--- config.mk ---
export PLATFORM = sky130hd
export DESIGN_NAME = dle_etx_frame_receiver
export DESIGN_NICKNAME = d
export VERILOG_FILES = /design/src/dle_etx_pkg.sv /design/src/dle_etx_decode.sv /design/src/dle_etx_out_reg.sv /design/src/dle_etx_frame_receiver.sv
export SDC_FILE = /design/constraint.sdc
export NUM_CORES = 1
export LEC_CHECK = 0
export ABC_AREA = 1
export BUFFER_PORTS_ARGS = -buffer_cell sky130_fd_sc_hd__buf_2
export CAP_MARGIN = 20
export CORE_UTILIZATION = 50
export CTS_BUF_LIST = sky130_fd_sc_hd__clkbuf_8
export CTS_CLUSTER_DIAMETER = 150
export DETAILED_ROUTE_END_ITERATION = 12
export GPL_TIMING_DRIVEN = 0
export PLACE_DENSITY = 0.83
export SLEW_MARGIN = 20
export SYNTH_ARGS = -nofsm -noshare
export SYNTH_HDL_FRONTEND = slang
export SYNTH_SLANG_ARGS = --single-unit
--- constraint.sdc ---
create_clock -name clk -period 2.99 [get_ports clk]
set_input_delay 0.4485 -clock clk [delete_from_list [all_inputs] [get_ports clk]]
set_output_delay 0.4485 -clock clk [all_outputs]
set_load 0.01 [all_outputs]
--- src/dle_etx_pkg.sv ---
// Shared types and constants for the DLE/ETX frame receiver.
// No dependencies; imported by every module of the block.
package dle_etx_pkg;

  // framing symbols
  localparam logic [7:0] SYM_DLE  = 8'h10;
  localparam logic [7:0] SYM_ETX  = 8'h03;
  localparam logic [7:0] SYM_ACK  = 8'h06;
  localparam logic [7:0] SYM_NACK = 8'h15;
  localparam logic [7:0] POS_ID   = 8'h33;
  localparam logic [7:0] POS_LEN  = 8'd67;

  // frame byte limit: a frame reaching this many bytes, checksum byte included, is aborted
  localparam int MAX_FRAME_BYTES = 256;
  // the byte count is 8 bits wide, so a frame never grows past 255 bytes
  localparam int FRAME_LIMIT_INT = (MAX_FRAME_BYTES > 256) ? 256 : MAX_FRAME_BYTES;
  localparam logic [8:0] FRAME_LIMIT = 9'(FRAME_LIMIT_INT);

  localparam int TDATA_W = 40;
  localparam int TUSER_W = 2;

  typedef enum logic [1:0] {
    KIND_DATA  = 2'd0,
    KIND_GOOD  = 2'd1,
    KIND_BAD   = 2'd2,
    KIND_ABORT = 2'd3
  } kind_t;

  typedef enum logic [1:0] {
    REPLY_NONE = 2'd0,
    REPLY_ACK  = 2'd1,
    REPLY_NACK = 2'd2,
    REPLY_RSVD = 2'd3
  } reply_t;

  typedef struct packed {
    logic       position_ready;
    logic [7:0] reply_id;
    reply_t     reply;
    logic [7:0] frame_length;
    logic [7:0] byte_index;
    logic [7:0] data_byte;
    kind_t      kind;
  } result_t;

endpackage

--- src/dle_etx_decode.sv ---
// Frame decoder: DLE/ETX unstuffing, checksum and byte count state.
// Depends on dle_etx_pkg.
module dle_etx_decode (
  input  logic                 clk,
  input  logic                 rst,
  input  logic                 step,       // one byte is processed this cycle
  input  logic [7:0]           rx_byte,
  output logic                 res_valid,
  output dle_etx_pkg::result_t res
);
  import dle_etx_pkg::*;

  logic [1:0] dle_count, dle_count_next;
  logic       escape_pending, escape_pending_next;
  logic [7:0] running_sum, running_sum_next;
  logic [7:0] stored_count, stored_count_next;
  logic [7:0] frame_id, frame_id_next;

  logic [1:0] dle_inc;
  logic [8:0] count_inc;
  logic       is_dle, is_etx, empty, good, is_reply;

  assign is_dle    = (rx_byte == SYM_DLE);
  assign is_etx    = (rx_byte == SYM_ETX);
  assign empty     = (stored_count == 8'd0);
  assign dle_inc   = (dle_count == 2'd3) ? dle_count : dle_count + 2'd1;
  assign count_inc = {1'b0, stored_count} + 9'd1;
  assign good      = (running_sum == 8'd0);
  assign is_reply  = (frame_id == SYM_ACK) || (frame_id == SYM_NACK);

  // byte step
  always_comb begin
    dle_count_next      = dle_count;
    escape_pending_next = escape_pending;
    running_sum_next    = running_sum;
    stored_count_next   = stored_count;
    frame_id_next       = frame_id;
    res_valid           = 1'b0;
    res                 = '0;
    if (is_dle && (dle_inc == 2'd1)) begin
      // start of frame
      dle_count_next = dle_inc;
    end else if (is_dle && empty && (dle_inc == 2'd2)) begin
      // empty restart
      dle_count_next      = 2'd0;
      escape_pending_next = 1'b0;
      running_sum_next    = 8'd0;
      stored_count_next   = 8'd0;
    end else if (is_dle && !escape_pending) begin
      // first DLE of an escape
      dle_count_next      = dle_inc;
      escape_pending_next = 1'b1;
    end else if (dle_count == 2'd0 && !is_dle) begin
      // idle line, byte ignored
    end else if (empty && is_etx) begin
      // ETX as id drops the frame
      dle_count_next      = 2'd0;
      escape_pending_next = 1'b0;
      running_sum_next    = 8'd0;
      stored_count_next   = 8'd0;
    end else if (escape_pending && is_etx) begin
      // end of frame verdict
      dle_count_next        = 2'd0;
      escape_pending_next   = 1'b0;
      running_sum_next      = 8'd0;
      stored_count_next     = 8'd0;
      res_valid             = 1'b1;
      res.kind              = good ? KIND_GOOD : KIND_BAD;
      res.frame_length      = stored_count;
      res.reply             = is_reply ? REPLY_NONE : (good ? REPLY_ACK : REPLY_NACK);
      res.reply_id          = frame_id;
      res.position_ready    = good && (frame_id == POS_ID) && (stored_count == POS_LEN);
    end else begin
      // stored data byte, doubled DLE included
      if (is_dle) begin
        dle_count_next = dle_inc;
      end
      escape_pending_next = 1'b0;
      if (empty) begin
        frame_id_next = rx_byte;
      end
      res_valid      = 1'b1;
      res.data_byte  = rx_byte;
      res.byte_index = stored_count;
      if (count_inc >= FRAME_LIMIT) begin
        // overlong frame
        dle_count_next      = 2'd0;
        escape_pending_next = 1'b0;
        running_sum_next    = 8'd0;
        stored_count_next   = 8'd0;
        res.kind            = KIND_ABORT;
        res.frame_length    = count_inc[8] ? 8'hFF : count_inc[7:0];
      end else begin
        running_sum_next  = running_sum + rx_byte;
        stored_count_next = count_inc[7:0];
        res.kind          = KIND_DATA;
      end
    end
  end

  // state registers
  always_ff @(posedge clk) begin
    if (rst) begin
      dle_count      <= 2'd0;
      escape_pending <= 1'b0;
      running_sum    <= 8'd0;
      stored_count   <= 8'd0;
      frame_id       <= 8'd0;
    end else if (step) begin
      dle_count      <= dle_count_next;
      escape_pending <= escape_pending_next;
      running_sum    <= running_sum_next;
      stored_count   <= stored_count_next;
      frame_id       <= frame_id_next;
    end
  end

  // an idle receiver holds no partial frame
  a_idle_empty: assert property (@(posedge clk) disable iff (rst)
    (dle_count == 2'd0) |-> (stored_count == 8'd0) && !escape_pending)
    else $error("idle receiver holds frame state");

  // an abort or a verdict leaves the receiver idle
  a_end_idle: assert property (@(posedge clk) disable iff (rst)
    step && res_valid && (res.kind != KIND_DATA) |=> (dle_count == 2'd0)
      && (stored_count == 8'd0) && (running_sum == 8'd0))
    else $error("receiver not idle after frame end");

  // a data byte grows the count by one
  a_count_step: assert property (@(posedge clk) disable iff (rst)
    step && res_valid && (res.kind == KIND_DATA)
      |=> stored_count == $past(stored_count) + 8'd1)
    else $error("byte count did not advance");

endmodule

--- src/dle_etx_out_reg.sv ---
// Result register of the frame receiver, with the master-side handshake.
// Depends on dle_etx_pkg.
module dle_etx_out_reg (
  input  logic                 clk,
  input  logic                 rst,
  input  logic                 load,       // a result is written this cycle
  input  dle_etx_pkg::result_t res,
  output logic                 free,       // slot can take a result now
  output logic                 m_tvalid,
  input  logic                 m_tready,
  output dle_etx_pkg::result_t held
);
  import dle_etx_pkg::*;

  assign free = !m_tvalid || m_tready;

  // valid flag
  always_ff @(posedge clk) begin
    if (rst) begin
      m_tvalid <= 1'b0;
    end else if (free) begin
      m_tvalid <= load;
    end
  end

  // payload
  always_ff @(posedge clk) begin
    if (free && load) begin
      held <= res;
    end
  end

endmodule

--- src/dle_etx_frame_receiver.sv ---
// Top level of the DLE/ETX frame receiver: input register, decoder, result register.
// Depends on dle_etx_pkg, dle_etx_decode and dle_etx_out_reg.
//
// Usage: raw bytes from a serial receiver enter on the slave stream, one per
// transaction. Every stored (unescaped) frame byte leaves on the master stream
// with kind 0 in tuser; the end of a frame gives one transaction with kind 1
// (checksum good) or 2 (checksum bad), the frame length, the reply to send and
// the frame id; an overlong frame ends in a kind 3 transaction. Framing bytes
// and idle line bytes give no result.
// An accepted byte passes through the input register, then is decoded into the
// result register, from which its result leaves on the master side.
// Throughput: one byte per cycle while the master side takes results; the decode
// step between the input register and the result register is combinational.
// Reset (rst, synchronous) empties both registers and returns the decoder to
// the idle line state with a zero checksum and byte count.
// When the master side stalls, the result register holds its transaction; the
// input register then takes one more byte and s_tready falls until the result
// is taken.
module dle_etx_frame_receiver (
  input  logic                              clk,
  input  logic                              rst,
  input  logic                              s_tvalid,
  output logic                              s_tready,
  input  logic [7:0]                        s_tdata,   // [7:0] rx_byte
  output logic                              m_tvalid,
  input  logic                              m_tready,
  // [7:0] data_byte, [15:8] byte_index, [23:16] frame_length, [25:24] reply,
  // [33:26] reply_id, [34] position_ready, [39:35] zero
  output logic [dle_etx_pkg::TDATA_W-1:0]   m_tdata,
  output logic [dle_etx_pkg::TUSER_W-1:0]   m_tuser    // [1:0] kind
);
  import dle_etx_pkg::*;

  logic       in_valid;
  logic [7:0] in_byte;
  logic       advance;
  logic       free;
  logic       res_valid;
  result_t    res;
  result_t    held;

  assign advance  = in_valid && free;
  assign s_tready = !in_valid || free;

  // input register
  always_ff @(posedge clk) begin
    if (rst) begin
      in_valid <= 1'b0;
    end else if (s_tready) begin
      in_valid <= s_tvalid;
    end
  end

  always_ff @(posedge clk) begin
    if (s_tready && s_tvalid) begin
      in_byte <= s_tdata;
    end
  end

  dle_etx_decode u_decode (
    .clk       (clk),
    .rst       (rst),
    .step      (advance),
    .rx_byte   (in_byte),
    .res_valid (res_valid),
    .res       (res)
  );

  dle_etx_out_reg u_out_reg (
    .clk      (clk),
    .rst      (rst),
    .load     (advance && res_valid),
    .res      (res),
    .free     (free),
    .m_tvalid (m_tvalid),
    .m_tready (m_tready),
    .held     (held)
  );

  // output packing
  assign m_tdata = {5'b0, held.position_ready, held.reply_id, held.reply,
                    held.frame_length, held.byte_index, held.data_byte};
  assign m_tuser = held.kind;

  // the input side only stalls behind a blocked result
  a_stall_cause: assert property (@(posedge clk) disable iff (rst)
    !s_tready |-> m_tvalid && !m_tready && in_valid)
    else $error("input stalled without a blocked result");

  // only verdicts carry a reply
  a_reply_kind: assert property (@(posedge clk) disable iff (rst)
    m_tvalid && (held.reply != REPLY_NONE)
      |-> (held.kind == KIND_GOOD) || (held.kind == KIND_BAD))
    else $error("reply on a non-verdict result");

endmodule
# Word level (Yosys, flattened, before mapping)
# Cells that the tools add are included.
# totals
regBits	74
in_bits	12
out_inout_bits	44
elab_cells	105
# op_classes
n_addsub	3
n_lt_le_gt_ge	1
n_eq_ne	13
n_mux	35
bitwise_logic	6
n_reduce_logical	32
# op_table
operator	n
2-to-1 mux 8 bit	15
2-to-1 mux 2 bit	12
== test 8 x 5 -> 1 bit, second input constant	2
zero test 8 bit	2
logical AND 1 bit	13
OR reduction 6 bit	2
adder 8 x 1 -> 9 bit, second input constant	1
greater-or-equal comparator 9 bit, second input constant	1
adder 8 bit	1
== test 8 x 2 -> 1 bit, second input constant	1
== test 8 x 3 -> 1 bit, second input constant	1
== test 8 x 6 -> 1 bit, second input constant	1
== test 8 x 7 -> 1 bit, second input constant	1
2-to-1 mux 1 bit	8
AND reduction 8 bit	1
nonzero test 7 bit	1
OR reduction 7 bit	1
inverter 1 bit	6
AND reduction 3 bit	2
OR reduction 5 bit	1
== test 2 bit, second input constant	2
zero test 1 bit	4
inequality test 2 x 1 -> 1 bit, second input constant	2
inequality test 4 x 1 -> 1 bit, second input constant	1
6 further kinds	8

# Longest topological paths before layout
# logic_depth
word_depth	10
mapped_depth	11
mapped_depth_nobuf	11

# Modules after synthesis
# A second synthesis with hierarchy kept.
# unflattened
hier_cells	419
area_unflattened_um2	3704.8
# by_module_without_submodules
mod	instances	cells_each	area_per_inst_um2	seq_area_each_um2
dle_etx_decode	1	352	2202.1	540.5
dle_etx_out_reg	1	43	1158.6	1131.1
dle_etx_frame_receiver	1	24	344.1	260.2

# Worst setup path after synthesis
# Ideal clock, no wire load.
# synth_path
path_type	register to register
start	reg u_decode.stored_count[0]
end	reg, netlist name u_out_reg.held[0]
setup_ps	392
arrival_ps	1988
setup_slack_ps	610
stages_incl_launch_ff	10
n_path_buf	0
synth_period_minus_slack_ps	2380
cell_sequence	dfxtp_1 > inv_1 > ha_1 > nand2_2 > nor2_8 > nand3_2 > nand2_1 > nor2_1 > nand2_1 > inv_1
# synth_via
elab_chain_len	9
elab_cells_between_ends	11
# synth_lines
item	line	text
start, declared	dle_etx_decode.sv:16	logic [7:0] stored_count, stored_count_next;
start signal, assigned	dle_etx_decode.sv:113	stored_count <= stored_count_next;
zero test 8 bit (*)	dle_etx_decode.sv:25	assign empty = (stored_count == 8'd0);
logical AND 1 bit	dle_etx_decode.sv:55	end else if (empty && is_etx) begin
2-to-1 mux 1 bit	dle_etx_decode.sv:55	
2-to-1 mux 1 bit	dle_etx_decode.sv:53	end else if (dle_count == 2'd0 && !is_dle) begin
2-to-1 mux 1 bit	dle_etx_decode.sv:49	end else if (is_dle && !escape_pending) begin
2-to-1 mux 1 bit (*)	dle_etx_decode.sv:43	end else if (is_dle && empty && (dle_inc == 2'd2)) begin
2-to-1 mux 1 bit (*)	dle_etx_decode.sv:40	if (is_dle && (dle_inc == 2'd1)) begin
logical AND 1 bit (*)	dle_etx_frame_receiver.sv:72	.load (advance && res_valid),
logical AND 1 bit (*)	dle_etx_out_reg.sv:28	if (free && load) begin
# Every way passes the cells marked *; elsewhere a longest branch is shown, timed or not.
# A chain may end at the register's enable or synchronous reset.

# Worst setup path in the final report
# layout_path
start	reg u_decode.stored_count[0]
end	reg, netlist name u_out_reg.held[30]
# layout_via
elab_chain_len	9
elab_cells_between_ends	11
# layout_lines
item	line
zero test 8 bit (*)	dle_etx_decode.sv:25
logical AND 1 bit	dle_etx_decode.sv:55
2-to-1 mux 1 bit	dle_etx_decode.sv:55
2-to-1 mux 1 bit	dle_etx_decode.sv:53
2-to-1 mux 1 bit	dle_etx_decode.sv:49
2-to-1 mux 1 bit (*)	dle_etx_decode.sv:43
2-to-1 mux 1 bit (*)	dle_etx_decode.sv:40
logical AND 1 bit (*)	dle_etx_frame_receiver.sv:72
logical AND 1 bit (*)	dle_etx_out_reg.sv:28
# Marked as above.

==> run_results.csv <==
group,metric,value,unit
sta,whs,0.272,ns
sta,fmax,0.415,GHz
placement,globalplace.congestion,0.863,
sta,maxSlewHeadroom,0.510,
sta,setup_violations,0,
die,die_height,87.7,µm
logic_synthesis,synth_area_leader_cell,"edfxtp_1",
clock_tree,clk_path_buf_depth,2,
sta,tns,0,ns
sta,fin_ws,0.581,ns
logic_synthesis,yosysWarnings,0,
final_layout,multiInputGateArea,1480,µm²
power_and_ir_drop,power_per_cell_area,446,nW/µm²
clock_tree,htree_levels,3,
clock_tree,clock-root-buffer,"clkbuf_8",
placement,numPortBuffers,49,
flow_run,maxCapViolations,0,
clock_tree,numCtsBuffers,9,
sta,tightest_slew,0.734,ns
critical_path,worstPathArrival,2.39,ns
detailed_routing,routed_wl,7.04,mm
sta,hold_viol,0,
final_layout,drive_above_1_share,0.213,
clock_tree,cts_setup_buffers,0,
clock_tree,tritoncts,"done",
logic_synthesis,ys_async_sr_fraction,0,
die,initial_core_util,0.529,
sta,rsz0062_at_grt,"false",
global_routing,track_usage,0.199,
critical_path,start_kind,"flip-flop",
logic_synthesis,synth_top_cell_area_share,0.368,
sta,period_needed,2.41,ns
die,core-area,6940,µm²
critical_path,path_class,"reg2reg",
logic_synthesis,yosys_most_used_dff,"edfxtp_1",
logic_synthesis,synth_cell_types,37,
die,dieWidth,87.7,µm
power_and_ir_drop,ir_drop,0.000303,V
logic_synthesis,syn_area,3670,µm²
logic_synthesis,syn_inst,419,
logic_synthesis,synth_most_common_cell,"nand2_1",
global_routing,antenna_found_initial,0,
global_routing,grt_pass1_wl,11.5,mm
critical_path,critPathRequiredTime,2.97,ns
global_routing,grt_max_degree,38,
logic_synthesis,yosysSeqAreaShare,0.526,
sta,finClkSkew,0.00750,ns
global_routing,grt_pass1_vias,2648,
detailed_routing,wire_per_inst,12.0,µm
die,rows,30,
die,dieArea,7690,µm²
detailed_routing,ant_nets,0,
sta,post-route-period-util,0.806,
final_layout,area_growth,15.4,%
min_path,min_path_type,"in2reg",
sta,slew_viol_final,0,
clock_tree,post_cts_resized,0,
run_status,status,"completed",
final_layout,final-seq-area,1930,µm²
critical_path,cp-end-kind,"flip-flop",
clock_tree,insertion_delay,0.35,ns
logic_synthesis,avgSynthCellArea,8.77,µm²
detailed_routing,first_iter_violations,119,
clock_tree,cts_sinks,74,
final_layout,n_fill_cell,633,
global_routing,grt_overflow,0,
clock_tree,hold_buffers,0,
placement,post-place-ws,0.570,ns
logic_synthesis,synth-edff-count,45,
logic_synthesis,synth-seq-cells,74,
final_layout,antenna_cells,0,
clock_tree,clkTransAtPathRegs,0.07,ns
logic_synthesis,ys_top_cells_by_area,"edfxtp_1, dfxtp_1, nand2_1, nor2_1, inv_1",
detailed_routing,drc_errors,0,
detailed_routing,vias,2897,
detailed_routing,firstDrtPassIters,5,
detailed_routing,avgViaCountPerCell,4.96,
final_layout,layout.nets,505,
power_and_ir_drop,leakagePower,1.87,nW
placement,dp_hpwl,5.21,mm
logic_synthesis,yosys-top-cells-count,"nand2_1, nor2_1, inv_1, edfxtp_1, a21oi_1",
critical_path,crit_path_max_fanout,37,
die,io_pins,56,
## routing by layer
layer  global-route usage  share of wire
met4                0.113          0.020
met2                0.325           0.48
met5                    0              0
met1                0.238           0.45
met3               0.0537          0.045
## placed cells by master (no fill, tap or decap), drive strengths merged
| master | synthesis | final |
|---|---|---|
| a21oi | 33 | 33 |
| a31o | 1 | 1 |
| buf | 7 | 56 |
| bufinv | 0 | 1 |
| clkbuf | 3 | 12 |
| clkinv | 0 | 2 |
| clkinvlp | 0 | 2 |
| conb | 1 | 5 |
| dfxtp | 29 | 29 |
| edfxtp | 45 | 45 |
| fa | 1 | 1 |
| ha | 9 | 9 |
| inv | 58 | 60 |
| nand2 | 97 | 97 |
| nand3 | 26 | 26 |
| nand4 | 4 | 4 |
| nor2 | 73 | 73 |
| nor3 | 5 | 5 |
| nor4 | 1 | 1 |
| o2111ai | 1 | 1 |
| o21a | 1 | 1 |
| o21ai | 16 | 16 |
| o21bai | 1 | 1 |
| o22ai | 3 | 3 |
| xnor2 | 1 | 1 |
| xor2 | 3 | 3 |
## worst max-delay path, stage by stage (launching register included)
cell,delay (ns)
dfxtp_1,0.38
inv_1,0.12
ha_1,0.22
nand2_2,0.14
nor2_8,0.07
nand2_2,0.12
nand2_1,0.10
nor2_1,0.18
nand2_1,0.13
inv_2,0.56
## flip-flops by register name, indices dropped and copies added, names as in the netlist
register                 count
u_decode.running_sum         8
u_decode.dle_count           2
in_byte                      8
u_out_reg.m_tvalid           1
u_decode.escape_pending      1
in_valid                     1
u_out_reg.held              37
u_decode.frame_id            8
u_decode.stored_count        8
## cell families after synthesis
group / synth area share
AOI/OAI and AO/OA: 0.0858
xor gates and xnor gates: 0.00954
adders and majority gates: 0.0361
buffers and inverters: 0.0759
DFF: 0.526
other: 0.00102
and+or+nand+nor: 0.266
## through the flow
step           instance area, µm²  utilization  power (mW)  instances
6_report                     4240        0.611        1.89        584
5_1_grt                      4240        0.611        1.95        584
3_3_place_gp                 4050        0.584        1.18        568
2_1_floorplan                3690            -        1.16        423
4_1_cts                      4240        0.611        1.91        584
3_5_place_dp                 4050        0.584        1.18        568
## report_power, final
part | switching [mW] | internal (mW)
combinational | 0.0407 | 0.0233
clock | 0.358 | 0.376
sequential | 0.0120 | 1.08
## worst paths after layout
check                                start                   end  slack, ns  cells after the start
hold reg to reg       u_decode.frame_id[6]  u_decode.frame_id[6]       0.48                      2
hold / removal                  s_tdata[7]            in_byte[7]       0.27                      1
setup reg to reg  u_decode.stored_count[0]    u_out_reg.held[30]       0.58                      9
setup / recovery  u_decode.stored_count[0]    u_out_reg.held[30]       0.58                      9
## area by class of cell
cell class,instances,share of cell area
clock inverter,7,0.0148
sequential,74,0.456
timing repair buffer,49,0.0578
buffer,10,0.0145
inverter,58,0.0513
multi-input combinational,281,0.348
tap,96,0.0283
clock buffer,9,0.0292
No activity file was read; power rests on OpenSTA's default activity.
